--- src/sv/rth_pkg.sv ---
// Shared types and constants for the RGB to hue/chroma/value pixel unit.
// No dependencies; used by every module of the unit.
`timescale 1ns / 1ps

package rth_pkg;

    localparam int PIX_W  = 8;   // channel width
    localparam int NUM_W  = 14;  // width of 43 * |d|, at most 10965
    localparam int QUOT_W = 6;   // quotient width, quotient is at most 43

    localparam logic [PIX_W-1:0] HUE_OFS_RED   = 8'd0;
    localparam logic [PIX_W-1:0] HUE_OFS_GREEN = 8'd85;
    localparam logic [PIX_W-1:0] HUE_OFS_BLUE  = 8'd170;

    // Channel that holds the maximum
    typedef enum logic [1:0] {
        SEC_RED   = 2'd0,
        SEC_GREEN = 2'd1,
        SEC_BLUE  = 2'd2
    } t_sector;

    // Payload handed from cell to cell through the divider row
    typedef struct packed {
        logic [NUM_W-1:0]  rem;
        logic [QUOT_W-1:0] quot;
        logic [PIX_W-1:0]  chroma;
        logic [PIX_W-1:0]  vmax;
        logic              neg;
        t_sector           sector;
        logic              last;
    } t_div_data;

    // Multiply an 8-bit magnitude by the hue scale of 43 (32 + 8 + 2 + 1)
    function automatic logic [NUM_W-1:0] scale_43(input logic [PIX_W-1:0] mag);
        logic [NUM_W-1:0] m;
        m = NUM_W'(mag);
        return (m << 5) + (m << 3) + (m << 1) + m;
    endfunction

endpackage

--- src/sv/rth_front.sv ---
// Front of the pixel unit: finds max/min channel, signed difference, chroma
// and the scaled dividend in two register stages. Depends on rth_pkg.
`timescale 1ns / 1ps

module rth_front (
    input  logic                        i_clk,
    input  logic                        i_rst_n,
    input  logic                        i_valid,
    output logic                        o_ready,
    input  logic [rth_pkg::PIX_W-1:0]   i_red,
    input  logic [rth_pkg::PIX_W-1:0]   i_green,
    input  logic [rth_pkg::PIX_W-1:0]   i_blue,
    input  logic                        i_last,
    output logic                        o_valid,
    input  logic                        i_ready,
    output rth_pkg::t_div_data          o_data
);

    // Stage one registers
    logic                       r_s1_valid;
    logic [rth_pkg::PIX_W-1:0]  r_s1_vmax;
    logic [rth_pkg::PIX_W-1:0]  r_s1_vmin;
    logic [rth_pkg::PIX_W-1:0]  r_s1_mag;
    logic                       r_s1_neg;
    rth_pkg::t_sector           r_s1_sector;
    logic                       r_s1_last;

    // Stage two registers
    logic                       r_s2_valid;
    rth_pkg::t_div_data         r_s2_data;

    logic                       s1_adv;
    logic                       s2_adv;
    rth_pkg::t_sector           n_sector;
    logic [rth_pkg::PIX_W-1:0]  n_vmax;
    logic [rth_pkg::PIX_W-1:0]  n_vmin;
    logic [rth_pkg::PIX_W:0]    n_diff;
    logic [rth_pkg::PIX_W-1:0]  n_mag;
    rth_pkg::t_div_data         n_s2_data;

    assign s2_adv  = !r_s2_valid || i_ready;
    assign s1_adv  = !r_s1_valid || s2_adv;
    assign o_ready = s1_adv;
    assign o_valid = r_s2_valid;
    assign o_data  = r_s2_data;

    // Classify the pixel: ties go to red, then green
    always_comb begin
        if (i_red >= i_green && i_red >= i_blue) begin
            n_sector = rth_pkg::SEC_RED;
            n_vmax   = i_red;
            n_diff   = {1'b0, i_green} - {1'b0, i_blue};
        end else if (i_green >= i_blue) begin
            n_sector = rth_pkg::SEC_GREEN;
            n_vmax   = i_green;
            n_diff   = {1'b0, i_blue} - {1'b0, i_red};
        end else begin
            n_sector = rth_pkg::SEC_BLUE;
            n_vmax   = i_blue;
            n_diff   = {1'b0, i_red} - {1'b0, i_green};
        end
        n_vmin = i_red;
        if (i_green < n_vmin) begin
            n_vmin = i_green;
        end
        if (i_blue < n_vmin) begin
            n_vmin = i_blue;
        end
        n_mag = n_diff[rth_pkg::PIX_W] ? rth_pkg::PIX_W'(-n_diff) : n_diff[rth_pkg::PIX_W-1:0];
    end

    // Build the dividend and chroma for the divider row
    always_comb begin
        n_s2_data        = '0;
        n_s2_data.rem    = rth_pkg::scale_43(r_s1_mag);
        n_s2_data.quot   = '0;
        n_s2_data.chroma = r_s1_vmax - r_s1_vmin;
        n_s2_data.vmax   = r_s1_vmax;
        n_s2_data.neg    = r_s1_neg;
        n_s2_data.sector = r_s1_sector;
        n_s2_data.last   = r_s1_last;
    end

    // Advance the valid bits
    always_ff @(posedge i_clk) begin
        if (!i_rst_n) begin
            r_s1_valid <= 1'b0;
            r_s2_valid <= 1'b0;
        end else begin
            if (s1_adv) begin
                r_s1_valid <= i_valid;
            end
            if (s2_adv) begin
                r_s2_valid <= r_s1_valid;
            end
        end
    end

    // Load payloads on transfer
    always_ff @(posedge i_clk) begin
        if (s1_adv && i_valid) begin
            r_s1_vmax   <= n_vmax;
            r_s1_vmin   <= n_vmin;
            r_s1_mag    <= n_mag;
            r_s1_neg    <= n_diff[rth_pkg::PIX_W];
            r_s1_sector <= n_sector;
            r_s1_last   <= i_last;
        end
        if (s2_adv && r_s1_valid) begin
            r_s2_data <= n_s2_data;
        end
    end

endmodule

--- src/sv/rth_div_cell.sv ---
// One cell of the restoring divider row: resolves one quotient bit per pass.
// Depends on rth_pkg.
`timescale 1ns / 1ps

module rth_div_cell #(
    parameter int BIT = 0
) (
    input  logic                i_clk,
    input  logic                i_rst_n,
    input  logic                i_valid,
    output logic                o_ready,
    input  rth_pkg::t_div_data  i_data,
    output logic                o_valid,
    input  logic                i_ready,
    output rth_pkg::t_div_data  o_data
);

    logic                           r_valid;
    rth_pkg::t_div_data             r_data;
    logic                           adv;
    logic [rth_pkg::NUM_W-1:0]      shifted;
    logic                           fits;
    rth_pkg::t_div_data             n_data;

    assign adv     = !r_valid || i_ready;
    assign o_ready = adv;
    assign o_valid = r_valid;
    assign o_data  = r_data;

    // Trial subtract of the chroma weighted by this cell's bit
    always_comb begin
        shifted     = rth_pkg::NUM_W'(i_data.chroma) << BIT;
        fits        = i_data.rem >= shifted;
        n_data      = i_data;
        n_data.quot = {i_data.quot[rth_pkg::QUOT_W-2:0], fits};
        if (fits) begin
            n_data.rem = i_data.rem - shifted;
        end
    end

    always_ff @(posedge i_clk) begin
        if (!i_rst_n) begin
            r_valid <= 1'b0;
        end else if (adv) begin
            r_valid <= i_valid;
        end
    end

    always_ff @(posedge i_clk) begin
        if (adv && i_valid) begin
            r_data <= n_data;
        end
    end

endmodule

--- src/sv/rth_finish.sv ---
// Output stage: applies sign, sector offset and zero-chroma rule, and holds
// the result for the consumer. Depends on rth_pkg.
`timescale 1ns / 1ps

module rth_finish (
    input  logic                        i_clk,
    input  logic                        i_rst_n,
    input  logic                        i_valid,
    output logic                        o_ready,
    input  rth_pkg::t_div_data          i_data,
    output logic                        o_valid,
    input  logic                        i_stall,
    output logic [rth_pkg::PIX_W-1:0]   o_hue,
    output logic [rth_pkg::PIX_W-1:0]   o_chroma,
    output logic [rth_pkg::PIX_W-1:0]   o_value,
    output logic                        o_last
);

    logic                       r_valid;
    logic                       adv;
    logic [rth_pkg::PIX_W-1:0]  q;
    logic [rth_pkg::PIX_W-1:0]  ofs;
    logic [rth_pkg::PIX_W-1:0]  n_hue;

    assign adv     = !r_valid || !i_stall;
    assign o_ready = adv;
    assign o_valid = r_valid;

    // Signed quotient plus sector offset, wrapped to 8 bits; zero chroma gives hue zero
    always_comb begin
        q = rth_pkg::PIX_W'(i_data.quot);
        case (i_data.sector)
            rth_pkg::SEC_RED:   ofs = rth_pkg::HUE_OFS_RED;
            rth_pkg::SEC_GREEN: ofs = rth_pkg::HUE_OFS_GREEN;
            rth_pkg::SEC_BLUE:  ofs = rth_pkg::HUE_OFS_BLUE;
            default:            ofs = rth_pkg::HUE_OFS_RED;
        endcase
        if (i_data.chroma == '0) begin
            n_hue = '0;
        end else if (i_data.neg) begin
            n_hue = ofs - q;
        end else begin
            n_hue = ofs + q;
        end
    end

    always_ff @(posedge i_clk) begin
        if (!i_rst_n) begin
            r_valid <= 1'b0;
        end else if (adv) begin
            r_valid <= i_valid;
        end
    end

    // Hold the result until the consumer takes it
    always_ff @(posedge i_clk) begin
        if (adv && i_valid) begin
            o_hue    <= n_hue;
            o_chroma <= i_data.chroma;
            o_value  <= i_data.vmax;
            o_last   <= i_data.last;
        end
    end

endmodule

--- src/sv/rgb_to_hsv_pixel_unit.sv ---
// RGB to hue/chroma/value pixel unit, top level. Depends on rth_pkg,
// rth_front, rth_div_cell and rth_finish.
// Pipeline: 2 front stages, one divider cell per quotient bit (6), 1 output stage.
// Throughput: one pixel per cycle while the output is not stalled; each divider cell resolves one quotient bit.
// Reset: synchronous active-low reset empties the pipeline; no other state.
`timescale 1ns / 1ps

module rgb_to_hsv_pixel_unit (
    input  logic        i_clk,
    input  logic        i_rst_n,
    input  logic        i_valid,
    output logic        o_stall,
    input  logic [7:0]  i_red_in,
    input  logic [7:0]  i_green_in,
    input  logic [7:0]  i_blue_in,
    input  logic        i_last_pixel,
    output logic        o_valid,
    input  logic        i_stall,
    output logic [7:0]  o_hue_out,
    output logic [7:0]  o_chroma_out,
    output logic [7:0]  o_value_out,
    output logic        o_last_out
);

    localparam int NC = rth_pkg::QUOT_W;

    logic                   front_ready;
    logic                   w_valid [NC+1];
    logic                   w_ready [NC+1];
    rth_pkg::t_div_data     w_data  [NC+1];

    assign o_stall = !front_ready;

    rth_front u_front (
        .i_clk   (i_clk),
        .i_rst_n (i_rst_n),
        .i_valid (i_valid),
        .o_ready (front_ready),
        .i_red   (i_red_in),
        .i_green (i_green_in),
        .i_blue  (i_blue_in),
        .i_last  (i_last_pixel),
        .o_valid (w_valid[0]),
        .i_ready (w_ready[0]),
        .o_data  (w_data[0])
    );

    // Divider row, most significant quotient bit first
    for (genvar k = 0; k < NC; k++) begin : g_cell
        rth_div_cell #(
            .BIT (NC - 1 - k)
        ) u_cell (
            .i_clk   (i_clk),
            .i_rst_n (i_rst_n),
            .i_valid (w_valid[k]),
            .o_ready (w_ready[k]),
            .i_data  (w_data[k]),
            .o_valid (w_valid[k+1]),
            .i_ready (w_ready[k+1]),
            .o_data  (w_data[k+1])
        );
    end

    rth_finish u_finish (
        .i_clk    (i_clk),
        .i_rst_n  (i_rst_n),
        .i_valid  (w_valid[NC]),
        .o_ready  (w_ready[NC]),
        .i_data   (w_data[NC]),
        .o_valid  (o_valid),
        .i_stall  (i_stall),
        .o_hue    (o_hue_out),
        .o_chroma (o_chroma_out),
        .o_value  (o_value_out),
        .o_last   (o_last_out)
    );

endmodule

--- config.mk ---
export PLATFORM = sky130hd
export DESIGN_NAME = rgb_to_hsv_pixel_unit
export DESIGN_NICKNAME = d
export VERILOG_FILES = /design/src/sv/rth_pkg.sv /design/src/sv/rth_front.sv /design/src/sv/rth_div_cell.sv /design/src/sv/rth_finish.sv /design/src/sv/rgb_to_hsv_pixel_unit.sv
export SDC_FILE = /design/constraint.sdc
export NUM_CORES = 1
export LEC_CHECK = 0
export BUFFER_PORTS_ARGS = -buffer_cell sky130_fd_sc_hd__buf_4
export CORE_MARGIN = 1
export CORE_UTILIZATION = 60
export DETAILED_ROUTE_END_ITERATION = 12
export GPL_TIMING_DRIVEN = 0
export HOLD_SLACK_MARGIN = 0.06
export PLACE_DENSITY = 0.77
export SLEW_MARGIN = 25
export SYNTH_ARGS = -nofsm -noshare
export SYNTH_HDL_FRONTEND = slang
export SYNTH_HIERARCHICAL = 1
export SYNTH_SLANG_ARGS = --single-unit
--- constraint.sdc ---
create_clock -name i_clk -period 5.2 [get_ports i_clk]
set_clock_uncertainty 0.15 [all_clocks]
set_input_delay 0 -clock i_clk [delete_from_list [all_inputs] [get_ports i_clk]]
set_output_delay 0 -clock i_clk [all_outputs]
set_load 0.1 [all_outputs]
==> impl_metrics.ini <==
[floorplanning]
die_area_um2 = 27900
num_rows = 60
fp.dieH_um = 167
die_x_um = 167
io_pins = 56
initial_core_util = 0.609
coreArea_um2 = 26900

[global_routing]
grt_pass1_vias = 10200
grt_max_degree = 35
antenna_found_initial = 0
grt_usage = 0.213
grt_remaining_overflow = 0
grt_pass1_wl_um = 48000

[timing]
setup-violations-final = 0
tightestPinTransition_ns = 0.689
hold_violations = 0
rsz0062_at_grt = false
period_share = 0.907
slew_viol_final = 0
fmax_mhz = 212
slew_headroom = 0.540
setup_tns_ns = 0
finalCriticalPeriod_ns = 4.72

[clock_network]
numCtsBuffers = 30
cts.clk_slew.worst_paths_ns = 0.06
cts_tree = built
clockBufferDepth = 3
root_buffer = clkbuf_16
htreeDepth = 1
clk_latency_ns = 0.55
cts.sinks = 307

[placement]
numPortBuffers = 55
dp_cells = 1659
gp_congestion = 0.914
hpwl_um = 21800
dpl_cell_area_um2 = 17300

[critical_path]
cp.required_ns = 5.35
crit_path_max_fanout = 14
start_kind = input port
critical_path_class = input port to register
critPathArrivalTime_ns = 4.86
rr_startpoint = u_front/r_s1_mag[2]$_DFFE_PP_
timing.critical_path.to_type = register
crit_start = i_red_in[1]

[finish]
design_area_um2 = 18800
finalNonFillerCells = 1754
fill_cells = 1806
syn2layout_area_growth_pct = 14.6
n_antenna_cell = 0
post-route-util = 0.698
fin_nets = 1555
drive_above_1_share = 0.149

[drt]
wl_per_cell_um = 16.7
drtIter0Drc = 555
drc = 0
viasPerCell = 5.66
dr_total_vias = 9936
ant_nets = 0
finalWirelength_um = 29300
dr.pass1.iters = 5

[logic_synthesis]
synthCells = 1257
syn_area_per_cell_um2 = 13.0
syn-cell-area_um2 = 16400
syn_nets = 1423
yosys_warnings = 6

[power]
p_total_mw = 7.52
p_leak_nw = 7.35
p_per_area_nw_per_um2 = 401
ir_drop_mv = 0.365

[min_path]
hold_class = input port to register
min_from = i_green_in[1]

[outcome]
status = completed

[run]
max_cap_violations = 0
==> cell type report <==
class                           count  area [um^2]  share of cell area
Clock inverter                     24          254              0.0135
Inverter                          129          487              0.0260
Clock buffer                       32          758              0.0404
Timing Repair Buffer              101          941              0.0502
Buffer                             18          118             0.00627
Sequential cell                   307         9130               0.487
Multi-Input combinational cell    802         6640               0.354
Tap cell                          341          427              0.0228
==> worst paths after layout <==
| check | endpoint | slack (ns) | cells past startpoint |
|---|---|---|---|
| worst min-delay path | u_front/r_s1_mag[1]$_DFFE_PP_ | 0.14 | 5 |
| worst max register to register | u_front/o_data[38]$_DFFE_PP_ | 1.57 | 12 |
| worst max-delay path | u_front/r_s1_vmin[0]$_DFFE_PP_ | 0.48 | 19 |
| worst min register to register | g_cell[1].u_cell/o_data[3]$_DFFE_PP_ | 0.26 | 0 |
==> layout by cell type (no fill, tap or decap), types with 19 or more instances in the layout <==
cell type,instances
inv_1,127
xnor2_1,49
nor2b_1,19
nand3_1,19
nor2_1,68
clkbuf_16,30
buf_4,56
nand2_1,49
mux2_4,21
fa_1,21
edfxtp_1,298
o21ai_0,50
ha_1,116
a21oi_1,68
xor2_1,25
nand2b_1,26
a21o_1,22
dlygate4sd3_1,40
mux2i_1,31
==> stage by stage <==
step,worst slack [ns],hold WS (ns)
after detailed placement,0.816,0.0309
after CTS,0.397,0.110
after floorplan,1.49,-0.0511
after global placement,0.823,0.0303
final,0.481,0.142
after global routing,0.133,0.162
==> registers in the layout (all words and copies together) (netlist names), 2 cells and up <==
name,flops
u_finish/o_value,8
u_front/r_s1_vmin,8
u_front/r_s1_vmax,8
g_cell.u_cell/o_data,211
u_front/r_s1_mag,8
u_finish/o_chroma,8
u_finish/o_hue,8
g_cell.u_cell/o_valid,6
u_front/o_data,34
u_front/r_s1_sector,2
==> worst max-delay path, stage by stage <==
cell	delay (ns)
dlygate4sd3_1	0.54
buf_4	0.17
ha_1	0.32
nor2b_1	0.16
o21bai_1	0.29
a31oi_4	0.18
a21oi_1	0.17
a21o_1	0.35
nor2_1	0.07
a21oi_1	0.18
ha_1	0.28
a21o_1	0.18
a21oi_1	0.22
nand2_1	0.11
a2111oi_0	0.39
a211o_1	0.17
buf_4	0.19
mux2_2	0.35
dlygate4sd3_1	0.55
==> where the power goes <==
part	switching [mW]	internal, mW
Sequential	0.112	3.01
Clock	0.886	1.30
Combinational	1.13	1.07
Total	2.13	5.39
==> routing by layer <==
layer / vias up / global-route usage / part of all wire
met1: 4721 / 0.236 / 0.39
met3: 80 / 0.0243 / 0.037
met2: 234 / 0.403 / 0.53
met5: - / 0 / 0
li1: 4901 / - / -
met4: 0 / 0.108 / 0.046
==> repair_timing <==
| item | CTS | global route |
|---|---|---|
| gates resized for setup | 0 | 0 |
| endpoints found under the hold margin | 48 | 0 |
| hold buffers | 40 | 0 |
| endpoints found under the setup margin | 0 | 1 |
| buffers inserted | 0 | 0 |
(Power assumes the default switching activity.)
